`src/hw/rtl/ijs_ram.sv`:
```
// Generic single-write, single-read RAM with registered read data.
// No dependencies.
module ijs_ram #(
    parameter  int WIDTH = 32,
    parameter  int DEPTH = 8,
    localparam int AW    = (DEPTH > 1) ? $clog2(DEPTH) : 1
) (
    input  logic             clk,
    input  logic             we,
    input  logic [AW-1:0]    waddr,
    input  logic [WIDTH-1:0] wdata,
    input  logic [AW-1:0]    raddr,
    output logic [WIDTH-1:0] rdata
);

    logic [WIDTH-1:0] mem [DEPTH];

    // Write port and registered read port
    always_ff @(posedge clk)
    begin
        if (we)
            mem[waddr] <= wdata;
        rdata <= mem[raddr];
    end

endmodule

```
`config.mk`:
```
export PLATFORM = sky130hd
export DESIGN_NAME = ijs_ram
export DESIGN_NICKNAME = d
export VERILOG_FILES = /design/src/hw/rtl/ijs_ram.sv
export SDC_FILE = /design/constraint.sdc
export NUM_CORES = 1
export LEC_CHECK = 0
export ABC_AREA = 1
export ABC_CLOCK_PERIOD_IN_PS = 4200
export BUFFER_PORTS_ARGS = -buffer_cell sky130_fd_sc_hd__buf_2
export CAP_MARGIN = 20
export CORE_ASPECT_RATIO = 0.5
export CORE_MARGIN = 4
export CORE_UTILIZATION = 48
export DETAILED_ROUTE_END_ITERATION = 8
export PLACE_DENSITY = 0.7
export SYNTH_ARGS = -nofsm -noshare
export SYNTH_HDL_FRONTEND = slang
export SYNTH_SLANG_ARGS = --single-unit
```
`constraint.sdc`:
```
create_clock -name clk -period 4.2 [get_ports clk]
set_clock_uncertainty 0.15 [all_clocks]
set_input_delay 0.21 -clock clk [delete_from_list [all_inputs] [get_ports clk]]
set_output_delay 0.21 -clock clk [all_outputs]
set_load 0.1 [all_outputs]
```
* Yosys cells after proc, flatten, opt, wreduce, memory -nomap -nowiden
Memory sizes are Yosys's and may differ from the RTL's. A register that Yosys moved wholly into a read port is not among the register bits. Cells that the tools add are included.
Storage, ports and cells: bits in registers 0, memory bits (writable) 256, output and inout port bits 32, word-level logic and storage cells 3, memories 1
Operators by class: multiplexer cells 2
Memory list:
- mem | words 8, bits a word 32, rd ports 1, clocked after memory_dff 1, wr ports 1, line 16 | logic [WIDTH-1:0] mem [DEPTH];
Operators by type and width (count):
- 2-to-1 mux 1 bit | 2

* Depth between registers and ports, before layout
word-level depth 2, depth in mapped cells 8

* Worst setup path before layout
No wires, ideal clock.
path type in2reg, start point input waddr[0], end point memory mem[0][0] (enable), library setup time 421 ps, arrival 1706 ps, data required time 3629 ps, setup slack 1923 ps, stages 3, path buffers 0, cell sequence inv_1 > nand2_1 > nor2_1
RTL lines:
- start, declared | line 10 | input logic [AW-1:0] waddr,
- end, declared | line 16
Straight into the memory's write port.

==> results.py <==
metrics = {
    "run_status": {
        "status": "completed",
    },
    "cts": {
        "clock-root-buffer": "clkbuf_16",
        "h-tree-depth": 1,
        "numCtsBuffers": 26,
        "cts_sinks": 288,
        "cts.repair_timing.setup_buffer_count": 0,
        "clk_pin_slew_worst_paths_ns": 0.07,
        "cts_tree": "yes",
        "cts_buffer_depth": 3,
        "insertion_delay_ns": 0.52,
    },
    "flow_run": {
        "maxCapViolations": 0,
    },
    "pwr": {
        "p_leak_nw": 6.33,
        "peakVddDrop_mv": 0.248,
        "finalPower_mw": 6.28,
        "power_density_nw_per_um2": 454,
    },
    "synthesis": {
        "yosysSeqAreaShare_pct": 70.1,
        "synth_cell_types": 12,
        "syn_nets": 1196,
        "ys_ff_latch": 288,
        "ys_warn_count": 0,
        "synth.cell_area_um2": 11900,
        "synthCells": 1156,
        "avgSynthCellArea_um2": 10.3,
    },
    "critical_path": {
        "crit_arrival_ns": 2.02,
        "criticalPathCategory": "in2reg",
        "reg2reg_from": "mem[5][21]",
        "r2r_end": "rdata[21]",
        "path_max_fanout": 80,
        "crit_end": "rdata[27]",
        "reg2reg_slack_ns": 3.11,
        "r2r_cells": 6,
        "cp-end-kind": "flip-flop",
        "cp.required_ns": 4.51,
        "crit_path_start_kind": "primary input",
        "crit_start": "raddr[0]",
    },
    "global_routing": {
        "grt_pass1_wl_um": 38500,
        "grt_pass1_vias": 7531,
        "grt_max_degree": 107,
        "track_usage_pct": 17.3,
        "globalRouteOverflowTotal": 0,
        "antenna_found_initial": 1,
    },
    "sta": {
        "post-route-period-util_pct": 40.8,
        "setup_tns_ns": 0,
        "rsz0062_at_grt": "false",
        "hold_violations": 0,
        "max_slew_margin_pct": 42.8,
        "setup_viol": 0,
        "finalCriticalPeriod_ns": 1.71,
        "timing.fmax_mhz": 584,
        "worstMarginPinSlew_ns": 0.857,
        "drv_slew": 0,
    },
    "cells_and_area": {
        "layout.nets": 1294,
        "drive_above_1_share_pct": 10.5,
        "antennaDiodeCount": 0,
        "area_growth_pct": 16.4,
    },
    "floorplan": {
        "start_util_pct": 49.1,
        "die_width_um": 230,
        "num_rows": 40,
        "dieHeight_um": 119,
        "ioPinCount": 72,
        "core_region_area_um2": 24200,
        "dieArea_um2": 27500,
    },
    "route": {
        "drtPass1Iterations": 5,
        "avgRoutedWirePerCell_um": 15.1,
        "drc": 0,
        "wl_um": 24300,
        "drtIter0Drc": 586,
        "ant_nets": 0,
        "vias": 7613,
        "via_per_inst": 4.73,
    },
    "place": {
        "port_buffers": 71,
        "place_congestion": 0.739,
        "dp_hpwl_um": 13200,
    },
    "min_path": {
        "hp-class": "in2reg",
        "holdPathStages": 3,
    },
}
==> cell usage in the layout (no fill, tap or decap), drive strengths merged <==
| cell type | Yosys | layout |
|---|---|---|
| dlygate4sd3 | 0 | 32 |
| clkbuf | 7 | 38 |
| nor2 | 8 | 8 |
| bufinv | 0 | 2 |
| nand3 | 128 | 128 |
| clkinvlp | 0 | 2 |
| buf | 41 | 86 |
| edfxtp | 256 | 256 |
| inv | 262 | 262 |
| nand2 | 422 | 422 |
| dfxtp | 32 | 32 |
| clkinv | 0 | 5 |
==> metrics by stage <==
stage               hold WS [ns]  cells  area (um2)  setup slack, ns  util, %
floorplan                  0.159   1156       11900             1.92        -
global placement           0.324   1521       12500             1.86     51.5
global route               0.108   1609       13800             2.36     57.2
detailed placement         0.328   1527       12600             1.82     52.0
finish                     0.101   1609       13800             2.49     57.2
CTS                        0.133   1606       13800             2.35     56.9
==> cell usage after synthesis <==
cell type	instances	area [um2]
edfxtp_1	256	7690
buf_4	5	37.5
nand2_1	422	1580
buf_1	5	18.8
inv_1	260	976
dfxtp_1	32	641
buf_6	11	124
buf_2	20	100
nor2_1	8	30.0
inv_2	2	7.51
nand3_1	128	641
clkbuf_1	7	26.3
==> flip-flops by register name (all words and copies together) (netlist names) <==
register  count
mem         256
rdata        32
==> power by group <==
part           switching, mW  internal (mW)  total [mW]  leakage [nW]
Clock                  0.980           1.39        2.37         0.417
Sequential            0.0300           3.23        3.26          2.60
Combinational          0.504          0.145       0.649          3.32
Total                   1.51           4.76        6.28          6.33
==> critical path, cell delays in order <==
cell and delay, ns:
buf_4 0.49, inv_4 0.28, buf_16 0.30, buf_4 0.26, nand2_1 0.08, nand3_1 0.08
nand2_1 0.10, nand2_1 0.05, nand2_1 0.09
==> timing repair <==
item,in CTS,in global routing
hold buffers,32,0
gates resized for setup,0,0
hold endpoints to repair,256,0
==> kinds of logic after synthesis <==
group | Yosys count | share of synthesized area, %
simple gates | 558 | 19.0
buf+inv | 310 | 10.9
flops | 288 | 70.1
==> routing by layer <==
layer	share of wire, %	global-route usage, %
met3	5.0	2.70
met4	2.2	4.53
met5	0.054	0
met2	49	30.3
met1	43	22.8
==> area by class of cell <==
type,count,area (um2)
Fill cell,1923,10300
Sequential cell,288,8330
Multi-Input combinational cell,558,2310
Inverter,262,986
Timing Repair Buffer,118,911
Clock buffer,38,767
Tap cell,336,420
Clock inverter,9,96.3
==> worst min path at each step <==
stage          startpoint         end
3_5_place_dp     wdata[4]   mem[5][4]
6_report         waddr[1]  mem[2][22]
4_1_cts          waddr[2]  mem[4][22]
5_1_grt          waddr[1]  mem[2][23]
3_3_place_gp     wdata[4]   mem[5][4]
2_1_floorplan    wdata[0]   mem[0][0]
(Power assumes the default switching activity.)
