**src/hw/rtl/ijs_pkg.sv**
```systemverilog
// Shared types, widths and helpers for the impedance joint simulator.
// No dependencies; imported by the interfaces, the multiplier, the top level and the checker.
package ijs_pkg;

    // Table size and number format
    localparam int JOINT_COUNT   = 8;
    localparam int FRACTION_BITS = 16;

    // Field widths
    localparam int JOINT_W  = 3;
    localparam int DATA_W   = 32;
    localparam int DT_W     = 17;
    localparam int LIMIT_W  = 31;
    localparam int STATUS_W = 2;

    // Table address width
    localparam int JOINT_AW = (JOINT_COUNT > 1) ? $clog2(JOINT_COUNT) : 1;

    // Shared multiplier: one spare bit so the unsigned time step fits as a signed operand
    localparam int MUL_W  = DATA_W + 1;
    localparam int PROD_W = 2 * MUL_W;
    localparam int TERM_W = PROD_W - FRACTION_BITS;
    localparam int SUM_W  = TERM_W + 2;

    // One second in time-step units
    localparam logic [31:0] ONE_SECOND = 32'(1) << FRACTION_BITS;

    // Command codes
    localparam logic CMD_INIT = 1'b0;
    localparam logic CMD_STEP = 1'b1;

    typedef enum logic [STATUS_W-1:0] {
        ST_STEPPED = 2'd0,
        ST_SKIPPED = 2'd1,
        ST_INIT    = 2'd2
    } status_t;

    // One row of the joint table
    typedef struct packed {
        logic signed [DATA_W-1:0]  pos;
        logic signed [DATA_W-1:0]  vel;
        logic signed [DATA_W-1:0]  eff;
        logic        [LIMIT_W-1:0] lim;
        logic signed [DATA_W-1:0]  damp;
    } joint_entry_t;

    // Saturate a wide signed value to the 32-bit signed range
    function automatic logic signed [DATA_W-1:0] sat_data(input logic signed [SUM_W-1:0] v);
        logic signed [SUM_W-1:0] hi;
        logic signed [SUM_W-1:0] lo;
        hi = {{(SUM_W-DATA_W+1){1'b0}}, {(DATA_W-1){1'b1}}};
        lo = {{(SUM_W-DATA_W+1){1'b1}}, {(DATA_W-1){1'b0}}};
        if (v > hi)
            return hi[DATA_W-1:0];
        else if (v < lo)
            return lo[DATA_W-1:0];
        else
            return v[DATA_W-1:0];
    endfunction

endpackage

```
**src/hw/rtl/ijs_mul.sv**
```systemverilog
// Shared signed multiplier with a registered product.
// Depends on ijs_pkg for operand and product widths.
module ijs_mul import ijs_pkg::*; (
    input  logic                     clk,
    input  logic signed [MUL_W-1:0]  a,
    input  logic signed [MUL_W-1:0]  b,
    output logic signed [PROD_W-1:0] prod
);

    // Full-precision product, registered
    always_ff @(posedge clk)
    begin
        prod <= a * b;
    end

endmodule

```
**config.mk**
```make
export PLATFORM = sky130hd
export DESIGN_NAME = ijs_mul
export DESIGN_NICKNAME = d
export VERILOG_FILES = /design/src/hw/rtl/ijs_pkg.sv /design/src/hw/rtl/ijs_mul.sv
export SDC_FILE = /design/constraint.sdc
export NUM_CORES = 2
export LEC_CHECK = 0
export ABC_CLOCK_PERIOD_IN_PS = 11900
export BUFFER_PORTS_ARGS = -buffer_cell sky130_fd_sc_hd__buf_4
export CAP_MARGIN = 10
export CORE_MARGIN = 10
export CORE_UTILIZATION = 65
export DETAILED_ROUTE_END_ITERATION = 10
export PLACE_DENSITY = 0.9
export SETUP_SLACK_MARGIN = 0.3
export SYNTH_ARGS = -nofsm -noshare
export SYNTH_HDL_FRONTEND = slang
export SYNTH_SLANG_ARGS = --single-unit
```
**constraint.sdc**
```tcl
create_clock -name clk -period 11.9 [get_ports clk]
set_clock_uncertainty 0.05 [all_clocks]
set_input_delay 2.38 -clock clk [delete_from_list [all_inputs] [get_ports clk]]
set_output_delay 2.38 -clock clk [all_outputs]
set_load 0.05 [all_outputs]
```
Word-level counts from Yosys, hierarchy flattened --
Index checks and enable logic that the tools add are counted.
Storage, ports and cells: register bits 66, output and inout port bits 66, bits of input ports 67, word-level logic and storage cells 2
Cells by class: multiply operators 1
Operator list (count):
- 33-bit by 33-bit multiplier with 66-bit output | 1

Depth between registers and ports, before layout --
depth after elaboration 1, depth in mapped cells 27, mapped depth without buffers 26

Least setup slack after synthesis --
OpenSTA, ideal clock, no wires.
path kind input to register, start input a[32], end register prod[62], buffers on the path 2, slack 2.234 ns, data required time 11.771 ns, setup time 0.079 ns, stages on the path 23, data arrival time 9.537 ns, cells stage by stage clkbuf_1 > nand2_1 > inv_1 > fa_1 > fa_1 > fa_1 > fa_1 > fa_1 > fa_1 > fa_1 > inv_1 > fa_1 > inv_1 > ha_1 > clkbuf_1 > and3_1 > nand3_1 > nand2b_1 > a2111oi_4 > a211oi_4 > a21o_2 > a21o_1 > a211oi_2
Between the ends: word-level cells in the longest chain between the ends 1
RTL lines:
- from (decl) | line ijs_mul.sv:5 | input logic signed [MUL_W-1:0] a,
- 33-bit by 33-bit multiplier with 66-bit output | line ijs_mul.sv:13 | prod <= a * b;
- to (signal assigned) | line ijs_mul.sv:13
- to (decl) | line ijs_mul.sv:7 | output logic signed [PROD_W-1:0] prod
Every way passes these cells.

Worst setup path after layout --
start input b[6], end register prod[64]
Between the ends: word-level cells in the longest chain between the ends 1
RTL lines:
- from (decl) | line ijs_mul.sv:6 | input logic signed [MUL_W-1:0] b,
- 33-bit by 33-bit multiplier with 66-bit output | line ijs_mul.sv:13
Every way passes these cells.

==> results.yml <==
status:
  status: "finished, final reports clean"
die:
  ioPinCount: 133
  die_w_um: 270
  placementRows: 91
  core_sq_um: 61800
  die_h_um: 270
  start_util_pct: 65.9
  die-area_sq_um: 73100
layout:
  stdcell_area_sq_um: 42300
  fill_cells: 4362
  area_delta_synth_final_pct: 3.80
  largest_register_ffs: 66
  finish.utilization_pct: 68.4
  regMostFlops: "prod"
  layout_common_cells: "fa_1, inv_1, and2_1, nand2_1, ha_1"
  nets: 5693
  top_regs: "prod x66"
  drive_gt1_share_pct: 4.43
  layout_commonest_cell: "fa_1"
timing:
  slew_headroom_pct: 26.5
  drv_slew: 0
  tightest_slew_ns: 1.10
  holdWs_ns: 2.42
  setup-tns-final_ns: 0
  finalCritPeriodShare_pct: 85.7
  finalCriticalPeriod_ns: 10.20
  fmax_ghz: 0.0980
  rsz0062_at_grt: "no"
  finalHoldViolCount: 0
  setup_viol: 0
detailed_routing:
  wl_um: 109000
  drtPass1Iterations: 6
  drt-wirelength-per-cell_um: 21.3
  vias_per_cell: 5.84
  vias: 29800
  ant_nets: 0
  drtIter0Drc: 2466
  drc: 0
setup_path:
  endpoint_kind: "flip-flop"
  crit_arrival_ns: 10.45
  cpPeakStageDelay_ns: 1.24
  crit_top_cell: "fa_1"
  cp-start-kind: "primary input"
  critPathRequiredTime_ns: 12.14
  cp_max_fo: 33
  crit_path_cell_trace: "buf_4 > nand2_1 > inv_1 > fa_1 > fa_1 > inv_1 > fa_1 > inv_1 > fa_1 > fa_1 > fa_1 > fa_1 > inv_1 > fa_1 > inv_1 > ha_1 > nand4_1 > nor3_1 > o311ai_4 > nand3_2 > a211oi_1 > a311oi_1"
  critPathSlowestCell: "fa_1"
  setup.worst_path.start: "b[6]"
  worstSetupPathType: "primary input to flip-flop"
place:
  placed_area_sq_um: 42000
  dpl.hpwl_um: 88000
  gp_congestion: 1.03
  port_buffers: 132
yosys:
  syn_area_per_cell_sq_um: 9.39
  ys_types: 80
  yosysTopAreaCell: "fa_1"
  syn_inst: 4338
  synth_async_sr_flop_share_pct: 0
  syn_area_sq_um: 40700
  synth_top_area_share_pct: 56.3
  ys_warn_count: 0
  ys_seq_elements: 66
  synthesis.nets: 5767
  ys_seq_area_share_pct: 3.24
  yosys_most_used_dff: "dfxtp_1"
  synth-edff-count: 0
  netlist_top_cells_area: "fa_1, inv_1, and2_1"
min_path:
  hp-start: "b[0]"
  hold_depth: 2
  min_path_type: "primary input to flip-flop"
clock_tree:
  clock-sinks: 66
  cts_hold_buf: 0
  clkSlewWorstSetupHoldPaths_ns: 0.07
  clockBufferDepth: 2
  cts_tree: "built"
  cts_made_buffers: 9
  htreeDepth: 3
  clock_tree.root_cell: "clkbuf_16"
  cts_setup_buffers: 0
  cts-resized-gates: 0
grt:
  grt-ovfl-total: 0
  grt_max_degree: 34
  grt_usage_pct: 31.2
  grt_pass1_wl_um: 179000
  grt_pass1_vias: 34300
  antenna_found_initial: 1
run:
  cap_violations: 0
## cells in the mapped netlist (4+ instances only)
master    instances
nor3_1            7
nand2b_1         12
clkbuf_1        208
and2_1          562
buf_2            11
a21oi_1          57
ha_1            217
o21a_1            6
fa_1           1145
nand4_1          11
xnor2_1          43
and4_1            5
nor2b_1           5
o21ai_0          25
o21ai_1           6
and3_1            5
a21o_1           36
o211ai_1          4
a211o_1           6
o21bai_1         11
a31oi_1           8
dfxtp_1          66
inv_1          1131
nor2_1           68
xor2_1           25
nand2_1         551
a211oi_1          7
nand3_1          25
## final cells by class
type                    count  area (sq um)  area share [%]
clock inverters             6          90.1           0.213
well taps                 837          1050            2.48
diodes                      1          2.50         0.00592
multi-input cells        2920         34300            81.2
flip-flops and latches     66          1320            3.12
clock buffers              10           239           0.565
inverters                1131          4250            10.0
repair buffers            136          1020            2.41
## metrics by stage
| step | worst slack [ns] | std cells |
|---|---|---|
| final | 1.70 | 5107 |
| after global routing | 1.36 | 5107 |
| after CTS | 1.76 | 5106 |
| after detailed placement | 1.36 | 5090 |
| after global placement | 1.50 | 5090 |
| after floorplan | 2.23 | 4338 |
## worst max-delay path: cells and delay by family
kind / cells / cell delay [ns]
adders and majority gates: 9 / 5.36
and+or+nand+nor: 4 / 1.17
buffers and inverters: 6 / 0.85
AOI/OAI and AO/OA: 3 / 0.65
## per-layer routing
layer  routed length [um]  up-vias  GRT usage [%]  part of all wire, %
li1                     -    12200              -                    -
met1                36500    15300           36.0                   34
met2                54000     1837           52.1                   50
met3                10700      568           7.29                  9.8
met4                 7760        0           19.4                  7.1
met5                    0        -              0                    0
## worst paths after layout
path | slack (ns) | endpoint
setup / recovery | 1.70 | prod[64]
hold / removal | 2.42 | prod[0]
## cells by family after synthesis
| kind of cell | after synthesis | share of synthesized area [%] |
|---|---|---|
| AOI/OAI and AO/OA | 219 | 4.07 |
| xor gates and xnor gates | 68 | 1.46 |
| adders and majority gates | 1362 | 62.9 |
| buffers and inverters | 1352 | 12.5 |
| DFF | 66 | 3.24 |
| and+or+nand+nor | 1271 | 15.8 |
Power is not shown: default switching activity piles up to over one toggle a cycle in this logic, so the estimate is an artifact.
